**src/design/tgfl_pkg.sv**
```systemverilog
package tgfl_pkg;

    // Default sizes of the texture and of the tile grid.
    localparam int TEXTURE_SIZE_DEFAULT = 256;
    localparam int MAX_TILES_DEFAULT    = 64;

    // Width of a tile coordinate on the request and result ports.
    localparam int XY_W = 6;

    // Width of the configuration address and data.
    localparam int PADDR_W = 4;
    localparam int PDATA_W = 32;

    // Operation codes.
    typedef logic [1:0] op_code_t;
    localparam op_code_t OP_ALLOC   = 2'd0;
    localparam op_code_t OP_FREE    = 2'd1;
    localparam op_code_t OP_REBUILD = 2'd2;

    // Status codes.
    typedef logic [1:0] status_t;
    localparam status_t ST_OK          = 2'd0;
    localparam status_t ST_EMPTY       = 2'd1;
    localparam status_t ST_DOUBLE_FREE = 2'd2;
    localparam status_t ST_OUTSIDE     = 2'd3;

    // Configuration register indexes.
    typedef logic [1:0] reg_index_t;
    localparam reg_index_t REG_TILE_WIDTH  = 2'd0;
    localparam reg_index_t REG_TILE_HEIGHT = 2'd1;
    localparam reg_index_t REG_PAD_PIXELS  = 2'd2;

    typedef struct packed {
        op_code_t          operation;
        logic [XY_W-1:0]   tile_x;
        logic [XY_W-1:0]   tile_y;
    } request_t;

    typedef struct packed {
        status_t           status;
        logic [XY_W-1:0]   given_x;
        logic [XY_W-1:0]   given_y;
    } result_t;

    typedef struct packed {
        logic [7:0] tile_width;
        logic [7:0] tile_height;
        logic [3:0] pad_pixels;
    } cfg_t;

    // Commands from the controller to the datapath.
    typedef struct packed {
        logic    load_cur;
        logic    cur_from_head;
        logic    pop;
        logic    push;
        logic    size_init;
        logic    size_step;
        logic    grid_load;
        logic    walk_step;
        logic    emit;
        logic    give;
        status_t emit_status;
    } dp_cmd_t;

    // Status from the datapath to the controller.
    typedef struct packed {
        logic head_empty;
        logic in_grid;
        logic entry_taken;
        logic size_done;
        logic grid_empty;
        logic walk_last;
    } dp_stat_t;

endpackage

```
**src/design/tgfl_regs.sv**
```systemverilog
module tgfl_regs (
    input  logic                          clk,
    input  logic                          rst_n,
    input  logic                          psel,
    input  logic                          penable,
    input  logic                          pwrite,
    input  logic [tgfl_pkg::PADDR_W-1:0]  paddr,
    input  logic [tgfl_pkg::PDATA_W-1:0]  pwdata,
    output logic [tgfl_pkg::PDATA_W-1:0]  prdata,
    output logic                          pready,
    output tgfl_pkg::cfg_t                cfg
);
    import tgfl_pkg::*;

    cfg_t       cfg_reg;
    reg_index_t index;
    logic       write_en;

    assign index    = paddr[PADDR_W-1:2];
    assign write_en = psel && penable && pwrite;
    assign pready   = 1'b1;
    assign cfg      = cfg_reg;

    // Register writes on the access cycle of a write transaction.
    always_ff @(posedge clk or negedge rst_n)
    begin
        if (!rst_n)
        begin
            cfg_reg.tile_width  <= 8'd16;
            cfg_reg.tile_height <= 8'd16;
            cfg_reg.pad_pixels  <= 4'd1;
        end
        else if (write_en)
        begin
            case (index)
                REG_TILE_WIDTH:  cfg_reg.tile_width  <= pwdata[7:0];
                REG_TILE_HEIGHT: cfg_reg.tile_height <= pwdata[7:0];
                REG_PAD_PIXELS:  cfg_reg.pad_pixels  <= pwdata[3:0];
                default:         cfg_reg <= cfg_reg;
            endcase
        end
    end

    // Read data.
    always_comb
    begin
        case (index)
            REG_TILE_WIDTH:  prdata = PDATA_W'(cfg_reg.tile_width);
            REG_TILE_HEIGHT: prdata = PDATA_W'(cfg_reg.tile_height);
            REG_PAD_PIXELS:  prdata = PDATA_W'(cfg_reg.pad_pixels);
            default:         prdata = '0;
        endcase
    end

endmodule

```
**config.mk**
```make
export PLATFORM = sky130hd
export DESIGN_NAME = tgfl_regs
export DESIGN_NICKNAME = d
export VERILOG_FILES = /design/src/design/tgfl_pkg.sv /design/src/design/tgfl_regs.sv
export SDC_FILE = /design/constraint.sdc
export NUM_CORES = 1
export LEC_CHECK = 0
export BUFFER_PORTS_ARGS = -buffer_cell sky130_fd_sc_hd__buf_4
export CORE_MARGIN = 2
export CORE_UTILIZATION = 41
export DETAILED_ROUTE_END_ITERATION = 16
export GPL_ROUTABILITY_DRIVEN = 0
export PLACE_DENSITY = 0.95
export SLEW_MARGIN = 5
export SYNTH_ARGS = -nofsm -noshare
export SYNTH_HDL_FRONTEND = slang
export SYNTH_SLANG_ARGS = --single-unit
```
**constraint.sdc**
```tcl
create_clock -name clk -period 3.6 [get_ports clk]
set_clock_uncertainty 0.2 [all_clocks]
set_input_delay 0.72 -clock clk [delete_from_list [all_inputs] [get_ports clk]]
set_output_delay 0.72 -clock clk [all_outputs]
set_load 0.05 [all_outputs]
```
==> results by group <==
Outcome
  • Status: complete, no violations

Detailed routing
  • Vias/cell: 4.587
  • WL per Instance: 13.80 um
  • DRC Markers: 0
  • Antenna-violating nets left: 0
  • Vias: 766
  • Pre-antenna DRT Iters: 2
  • Wirelength, routed: 2304 um
  • DRT iter0 DRCs: 23

Clocking
  • # hold bufs at CTS: 0
  • TritonCTS Buffers: 3
  • Clock slew at reported path FFs: 0.11 ns
  • CTS resizes: 0
  • Max Root-Sink Buffers: 2
  • Worst skew pair latency: 0.30 ns
  • CTS HTree Levels: 1
  • Post-CTS setup buffer count: 0
  • CTS tree: built
  • Clock tree root buffer cell: clkbuf_4
  • Clk sink count: 20

Yosys
  • Dominant cell type by area after synthesis: dfrtp_1
  • Mapped cell area: 1154 um2
  • Synthesized flop and latch total: 20
  • Post-synth ARST share: 100.0%
  • Synth Flop Type: dfrtp_1
  • Compound-gate portion of the synthesized area: 1.735%
  • Count leader, synth: buf_4
  • Synth Instances: 95
  • EDFF count, synth: 0
  • Post-Synth Adder-Cell Area: 0%
  • Synth cell types: 18
  • Post-Syn Area per Cell: 12.14 um2
  • Multiplexer share of the synthesized area: 29.07%
  • Post-synth top area share: 36.88%
  • Combinational family with the most area after synthesis: multiplexers
  • Synth warn: 0
  • Largest cells by area after synthesis: dfrtp_1, buf_4, mux2_2
  • Post-synthesis sequential area ratio: 43.71%
  • Top post-synthesis cells by count: buf_4, dfrtp_1, mux2_2
  • Synth Area in Simple Gates: 6.833%
  • XOR/XNOR Fraction of Synth Area: 0%

Setup path
  • CP Capture Type: primary output
  • Crit-path most repeated cell: buf_4
  • Critical path data arrival time: 1.66 ns
  • Crit path launch type: input pin
  • CP max-delay cell: nor2b_1
  • Critical path class: input pin to primary output
  • Largest delay share family, worst path: simple AND/OR/NAND/NOR gates
  • WP buf/inv: 2
  • Largest stage delay on the critical path: 0.34 ns
  • CP Max Fanout: 12
  • Cells along the critical path: buf_4, nor2b_1, nand2_1, o21ai_0, buf_4
  • Worst path required time: 2.68 ns

Global route
  • Vias in the first global route: 734
  • First-pass GRT wire length: 3574 um
  • Met2 Usage GRT: 24.79%
  • GRT Max-Usage Layer: met2
  • Largest net degree at the start of global routing: 21
  • GR Layer Usage met1: 17.74%
  • Initial antenna violation count: 0
  • Total GRT Usage: 14.36%
  • Met3 Usage GRT: 2.494%
  • Gr ovfl total: 0

Timing
  • F_max: 0.3883 GHz
  • RSZ-0062 raised after global routing: false
  • Fin Setup TNS: 0 ns
  • Final Max Slew Viols: 0
  • Final worst-path cycle share: 71.54%
  • Least-Margin Pin Slew: 0.6280 ns
  • # setup viols final: 0
  • Hold Fails Final Rpt: 0
  • Relative slew slack: 58.04%
  • Clock period minus worst slack: 2.576 ns

Finish
  • Largest register FFs: 20
  • Non-Filler Instances: 167
  • Sequential Area: 504.2 um2
  • Share of cells above drive strength 1: 52.21%
  • Multi-input logic area: 528.0 um2
  • N_diodes: 0
  • Fill cells: 219
  • Nets: 178
  • Syn-to-layout area delta: 23.32%
  • Core Util, Final: 52.49%

Power
  • Maximum VDD drop: 0.4672 mV
  • Leakage power: 0.7502 nW
  • Pwr dens: 696.6 nW/um2

Hold path
  • Worst Hold Class: input pin to async pin

Die
  • Die W: 57.05 um
  • Core Region: 2710 um2
  • Die H: 57.05 um
  • DIE AREA: 3254 um2
  • FP Rows: 19
  • IO Pins: 94
  • Initial core utilization: 42.57%

Place
  • Hpwl dp: 1735 um
  • Dpl cells: 163
  • I/O Buffers: 42

Job
  • Maxcap violations: 0
[through the flow]
| step | power (mW) | setup WS, ns | area, um2 | hold slack (ns) |
|---|---|---|---|---|
| floorplan | 0.7316 | 0.5002 | 1240 | 0.2244 |
| detailed placement | 0.8611 | 1.052 | 1386 | 0.3283 |
| CTS | 0.9922 | 1.026 | 1423 | 0.07353 |
| finish | 0.9911 | 1.024 | 1423 | 0.06094 |
| global route | 1.024 | 0.9710 | 1423 | 0.07512 |
| global placement | 0.8482 | 1.083 | 1386 | 0.3167 |
[cells by family after synthesis]
kind of cell	after synthesis
mux	28
buf+inv	28
flops	20
simple gates	13
compound gates	4
other cells	2
[per-layer routing]
metal / routed length, um / vias to the layer above / share of wire, %
li1: - / 348 / -
met1: 897 / 361 / 39
met2: 1173 / 52 / 51
met3: 195 / 5 / 8.5
met4: 38 / 0 / 1.6
met5: 0 / - / 0
[layout make-up]
class / count / area share, %
multi-input cells: 70 / 37.12
flip-flops and latches: 20 / 35.44
repair buffers: 42 / 22.16
well taps: 31 / 2.726
clock buffers: 4 / 2.551
[final timing paths]
check | startpoint | end | slack [ns] | cells past startpoint
max | paddr[3] | prdata[0] | 1.02 | 5
min reg2reg | cfg[19] | cfg[19] | 0.35 | 1
max in group asynchronous | rst_n | cfg[0] | 2.87 | 1
max reg2reg | cfg[6] | cfg[6] | 2.60 | 1
min | rst_n | cfg[18] | 0.06 | 1
min in group clk | cfg[19] | cfg[19] | 0.35 | 1
[power by group]
part / total (mW) / switching [mW] / internal [mW]
sequential: 0.330 / 0.0469 / 0.283
clock: 0.131 / 0.0696 / 0.0618
combinational: 0.530 / 0.370 / 0.160
[cells in the final DEF, fill, tap and decap left out]
cell type,count
conb_1,25
nand3_2,1
clkbuf_4,3
nor2_1,4
buf_4,42
nor2b_1,1
nor3_4,1
dfrtp_1,17
o21ai_0,4
mux2_4,8
or3b_1,1
mux2i_1,8
clkbuf_8,1
nor3b_1,1
nand2_1,4
mux2_2,12
dfstp_2,3
Note: power is estimated with default switching activity, not from simulation.
