===== src/design/tgfl_pkg.sv =====
package tgfl_pkg;

    // Default sizes of the texture and of the tile grid.
    localparam int TEXTURE_SIZE_DEFAULT = 256;
    localparam int MAX_TILES_DEFAULT    = 64;

    // Width of a tile coordinate on the request and result ports.
    localparam int XY_W = 6;

    // Width of the configuration address and data.
    localparam int PADDR_W = 4;
    localparam int PDATA_W = 32;

    // Operation codes.
    typedef logic [1:0] op_code_t;
    localparam op_code_t OP_ALLOC   = 2'd0;
    localparam op_code_t OP_FREE    = 2'd1;
    localparam op_code_t OP_REBUILD = 2'd2;

    // Status codes.
    typedef logic [1:0] status_t;
    localparam status_t ST_OK          = 2'd0;
    localparam status_t ST_EMPTY       = 2'd1;
    localparam status_t ST_DOUBLE_FREE = 2'd2;
    localparam status_t ST_OUTSIDE     = 2'd3;

    // Configuration register indexes.
    typedef logic [1:0] reg_index_t;
    localparam reg_index_t REG_TILE_WIDTH  = 2'd0;
    localparam reg_index_t REG_TILE_HEIGHT = 2'd1;
    localparam reg_index_t REG_PAD_PIXELS  = 2'd2;

    typedef struct packed {
        op_code_t          operation;
        logic [XY_W-1:0]   tile_x;
        logic [XY_W-1:0]   tile_y;
    } request_t;

    typedef struct packed {
        status_t           status;
        logic [XY_W-1:0]   given_x;
        logic [XY_W-1:0]   given_y;
    } result_t;

    typedef struct packed {
        logic [7:0] tile_width;
        logic [7:0] tile_height;
        logic [3:0] pad_pixels;
    } cfg_t;

    // Commands from the controller to the datapath.
    typedef struct packed {
        logic    load_cur;
        logic    cur_from_head;
        logic    pop;
        logic    push;
        logic    size_init;
        logic    size_step;
        logic    grid_load;
        logic    walk_step;
        logic    emit;
        logic    give;
        status_t emit_status;
    } dp_cmd_t;

    // Status from the datapath to the controller.
    typedef struct packed {
        logic head_empty;
        logic in_grid;
        logic entry_taken;
        logic size_done;
        logic grid_empty;
        logic walk_last;
    } dp_stat_t;

endpackage


===== src/design/tgfl_ctrl.sv =====
module tgfl_ctrl (
    input  logic                clk,
    input  logic                rst_n,
    input  logic                start,
    input  tgfl_pkg::op_code_t  operation,
    input  tgfl_pkg::dp_stat_t  stat,
    output logic                busy,
    output tgfl_pkg::dp_cmd_t   cmd
);
    import tgfl_pkg::*;

    typedef enum logic [4:0] {
        S_IDLE = 5'b00001,
        S_POP  = 5'b00010,
        S_PUSH = 5'b00100,
        S_SIZE = 5'b01000,
        S_WALK = 5'b10000
    } state_t;

    state_t state_reg;
    state_t state_next;

    assign busy = (state_reg != S_IDLE);

    always_ff @(posedge clk or negedge rst_n)
    begin
        if (!rst_n)
        begin
            state_reg <= S_IDLE;
        end
        else
        begin
            state_reg <= state_next;
        end
    end

    // Next state and datapath commands.
    always_comb
    begin
        state_next = state_reg;
        cmd        = '0;
        case (state_reg)
            S_IDLE:
            begin
                if (start)
                begin
                    case (operation)
                        OP_ALLOC:
                        begin
                            if (stat.head_empty)
                            begin
                                cmd.emit        = 1'b1;
                                cmd.emit_status = ST_EMPTY;
                            end
                            else
                            begin
                                cmd.load_cur      = 1'b1;
                                cmd.cur_from_head = 1'b1;
                                state_next        = S_POP;
                            end
                        end
                        OP_FREE:
                        begin
                            if (!stat.in_grid)
                            begin
                                cmd.emit        = 1'b1;
                                cmd.emit_status = ST_OUTSIDE;
                            end
                            else
                            begin
                                cmd.load_cur = 1'b1;
                                state_next   = S_PUSH;
                            end
                        end
                        OP_REBUILD:
                        begin
                            cmd.size_init = 1'b1;
                            state_next    = S_SIZE;
                        end
                        default:
                        begin
                            cmd.emit        = 1'b1;
                            cmd.emit_status = ST_OK;
                        end
                    endcase
                end
            end
            S_POP:
            begin
                cmd.pop         = 1'b1;
                cmd.emit        = 1'b1;
                cmd.give        = 1'b1;
                cmd.emit_status = ST_OK;
                state_next      = S_IDLE;
            end
            S_PUSH:
            begin
                cmd.emit = 1'b1;
                if (stat.entry_taken)
                begin
                    cmd.push        = 1'b1;
                    cmd.emit_status = ST_OK;
                end
                else
                begin
                    cmd.emit_status = ST_DOUBLE_FREE;
                end
                state_next = S_IDLE;
            end
            S_SIZE:
            begin
                cmd.size_step = 1'b1;
                if (stat.size_done)
                begin
                    cmd.grid_load = 1'b1;
                    if (stat.grid_empty)
                    begin
                        cmd.emit        = 1'b1;
                        cmd.emit_status = ST_OK;
                        state_next      = S_IDLE;
                    end
                    else
                    begin
                        state_next = S_WALK;
                    end
                end
            end
            S_WALK:
            begin
                cmd.walk_step = 1'b1;
                if (stat.walk_last)
                begin
                    cmd.emit        = 1'b1;
                    cmd.emit_status = ST_OK;
                    state_next      = S_IDLE;
                end
            end
            default:
            begin
                state_next = S_IDLE;
            end
        endcase
    end

endmodule


===== config.mk =====
export PLATFORM = sky130hd
export DESIGN_NAME = tgfl_ctrl
export DESIGN_NICKNAME = d
export VERILOG_FILES = /design/src/design/tgfl_pkg.sv /design/src/design/tgfl_ctrl.sv
export SDC_FILE = /design/constraint.sdc
export NUM_CORES = 1
export LEC_CHECK = 0
export ABC_AREA = 1
export BUFFER_PORTS_ARGS = -buffer_cell sky130_fd_sc_hd__buf_2
export CORE_MARGIN = 1
export CORE_UTILIZATION = 35
export CTS_BUF_LIST = sky130_fd_sc_hd__clkbuf_8
export CTS_CLUSTER_SIZE = 14
export DETAILED_ROUTE_END_ITERATION = 12
export SETUP_SLACK_MARGIN = 0.2
export SYNTH_ARGS = -nofsm -noshare
export SYNTH_HDL_FRONTEND = slang
export SYNTH_SLANG_ARGS = --single-unit

===== constraint.sdc =====
create_clock -name clk -period 3.3 [get_ports clk]
set_clock_uncertainty 0.2 [all_clocks]
set_input_delay 0.495 -clock clk [delete_from_list [all_inputs] [get_ports clk]]
set_output_delay 0.495 -clock clk [all_outputs]
set_load 0.01 [all_outputs]

==> results.json <==
{
  "drive_above_1_share_pct": 36.11,
  "synth_nets": 97,
  "finalNonFillerCells": 124,
  "cts_resized": 0,
  "via_count": 584,
  "setup_viol": 0,
  "timing.final.crit_share_pct": 66.86,
  "syn_area_sq_um": 571.8,
  "finish.net_count": 125,
  "cp_max_fo": 3,
  "place.gp.congestion": 0.7809,
  "critPathCaptureType": "output pin",
  "portBuffers": 23,
  "fp.dieArea_sq_um": 1799,
  "synth_seq_cells": 5,
  "cpMaxStageDelayCell": "or2_2",
  "fp.dieH_um": 42.42,
  "cts_root_buf": "clkbuf_8",
  "regToRegStartpoint": "state_reg[0]",
  "p_int_mw": 0.2817,
  "initial_core_util_pct": 37.52,
  "drc": 0,
  "power_density_nw_per_um2": 709.8,
  "clockBufferDepth": 2,
  "power_frac_comb_pct": 57.9,
  "drtAntennaViolNets": 0,
  "vdd_ir_drop_max_mv": 0.3480,
  "r2r_end": "state_reg[4]",
  "tns_ps": 0,
  "cts_tree": "done",
  "clock-sinks": 5,
  "dr.first_iter.drc_count": 7,
  "max_freq_mhz": 453.2,
  "num-fill-cells": 162,
  "ios": 24,
  "reg2reg_depth": 7,
  "slew_violations": 0,
  "path_cells": "buf_2 -> inv_1 -> ha_1 -> inv_1 -> or2_2 -> o22ai_2 -> buf_2",
  "hp-class": "in -> reg",
  "wl_met2_um": 616,
  "grt_pass1_vias": 485,
  "ys_types": 22,
  "ys_warn_count": 0,
  "max-cap-violations": 0,
  "ys_seq_area_share_pct": 22.10,
  "dp_hpwl_mm": 1.033,
  "cts_htree_levels": 1,
  "startpoint_type": "input port",
  "hp-start": "stat[1]",
  "p_sw_mw": 0.2538,
  "wl_per_cell_um": 9.766,
  "arrival_ps": 1510,
  "syn2layout_area_growth_pct": 31.95,
  "num_rows": 14,
  "rrSetupSlack_ps": 1840,
  "via_per_inst": 4.710,
  "antenna_found_initial": 0,
  "grt_pass1_wl_mm": 1.932,
  "hold_viol": 0,
  "largest_reg_flops": 5,
  "min_to": "state_reg[4]",
  "route.met3.wl_um": 23,
  "dieWidth_um": 42.42,
  "hold_depth": 4,
  "dr.max_layer_used": "met4",
  "wl_mm": 1.211,
  "track_usage_pct": 14.49,
  "p_leak_nw": 0.4653,
  "worstSetupPathType": "in -> out",
  "tightestPinTransition_ps": 235.6,
  "grt-ovfl-total": 0,
  "first_pass_iters": 4,
  "dp_cells": 119,
  "cts.clk_slew.worst_paths_ps": 40,
  "core_sq_um": 1524,
  "wl_met1_um": 551,
  "num_antenna_cells": 0,
  "numCtsBuffers": 3,
  "grt_max_degree": 7,
  "synth_cells": 81,
  "critPathRequiredTime_ps": 2600,
  "clk_latency_ps": 220,
  "status": "finished, final reports clean",
  "seq_power_share_pct": 21.6,
  "p_clk_share_pct": 20.4,
  "p_sw_share_pct": 47.40,
  "cpPeakStageDelay_ps": 290,
  "fin_crit_ps": 2206,
  "syn_avg_cell_area_sq_um": 7.059,
  "relSlewSlack_pct": 84.30,
  "rsz0062_at_grt": "false"
}
==> area by class of cell <==
cell class | count | area, sq um | area share, %
Multi-Input combinational cell | 58 | 374.1 | 49.59
Timing Repair Buffer | 24 | 125.1 | 16.58
Tap cell | 16 | 20.02 | 2.653
Inverter | 17 | 63.81 | 8.458
Sequential cell | 5 | 126.4 | 16.75
Clock buffer | 3 | 41.29 | 5.473
Clock inverter | 1 | 3.754 | 0.4975
==> stage by stage <==
| step | power, mW | utilization, % | hold WS, ps | setup WS (ps) | instance area [sq um] |
|---|---|---|---|---|---|
| after floorplan | 0.3525 | - | -0.5910 | 1345 | 571.8 |
| after global placement | 0.4254 | 45.89 | 108.3 | 1123 | 699.4 |
| after detailed placement | 0.4293 | 45.89 | 115.5 | 1091 | 699.4 |
| after CTS | 0.5446 | 49.51 | 384.6 | 1088 | 754.5 |
| after global routing | 0.5839 | 49.51 | 398.6 | 1020 | 754.5 |
| final | 0.5355 | 49.51 | 392.2 | 1094 | 754.5 |
==> cell usage after synthesis <==
master    number  share of area (%)
a21oi_1        1               0.87
buf_4          1                1.3
dfrtp_1        4                 18
dfstp_2        1                4.6
ha_1           5                 11
inv_1         16                 11
inv_2          1               0.66
nand2_1       13                8.5
nand2_4        2                3.9
nand3_1        6                5.3
nand3_2        2                3.5
nand4_1        4                4.4
nor2_1        13                8.5
nor2_4         3                5.9
nor2_8         1                3.5
o211ai_1       1                1.3
o21ai_0        2                1.8
o21ai_2        1                1.5
o22ai_1        1                1.1
o22ai_2        1                2.2
or2_0          1                1.1
or2_2          1                1.1
==> power groups by stage <==
stage	registers [mW]	logic [mW]	clock network (mW)
floorplan	0.113	0.240	0
global placement	0.116	0.309	0
detailed placement	0.117	0.312	0
CTS	0.116	0.314	0.114
global route	0.120	0.343	0.122
finish	0.116	0.310	0.109
==> worst max-delay path, delay by kind of cell <==
family,cells,cell delay (ps)
adders and majority gates,1,170
buffers and inverters,4,400
AOI/OAI and AO/OA,1,160
and+or+nand+nor,1,290
==> worst max path at each step <==
stage,from,end,cells past startpoint
floorplan,operation[0],cmd[11],5
global placement,operation[0],cmd[11],7
detailed placement,operation[0],cmd[11],7
CTS,state_reg[0],cmd[11],7
global route,operation[1],cmd[3],8
finish,operation[0],cmd[11],7
==> layout by cell type (no fill, tap or decap), drive strengths merged <==
cell	n
dfrtp	4
clkbuf	3
dfstp	1
a21oi	1
nand3	8
nand2	15
nand4	4
or2	2
ha	5
buf	23
inv	18
o211ai	1
dlygate4sd3	1
o22ai	2
o21ai	3
nor2	17
==> timing repair <==
| action | 4_1_cts | 5_1_grt |
|---|---|---|
| endpoints found under the hold margin | 4 | 0 |
| endpoints found under the setup margin | 0 | 0 |
| buffers inserted | 0 | 0 |
| hold buffers | 1 | 0 |
==> routing by layer <==
metal	GRT usage, %	vias up
met5	0	-
met4	11.25	0
met3	1.293	2
met2	23.38	12
met1	17.46	258
li1	-	312
==> cell families (layout without fill, tap and decap cells) <==
family	Yosys count	count (layout)	share of synthesized area (%)
and+or+nand+nor	46	46	45.73
buffers and inverters	18	45	12.47
AOI/OAI and AO/OA	7	7	8.753
adders and majority gates	5	5	10.94
DFF	5	5	22.10
No activity file was read; power rests on OpenSTA's default activity.
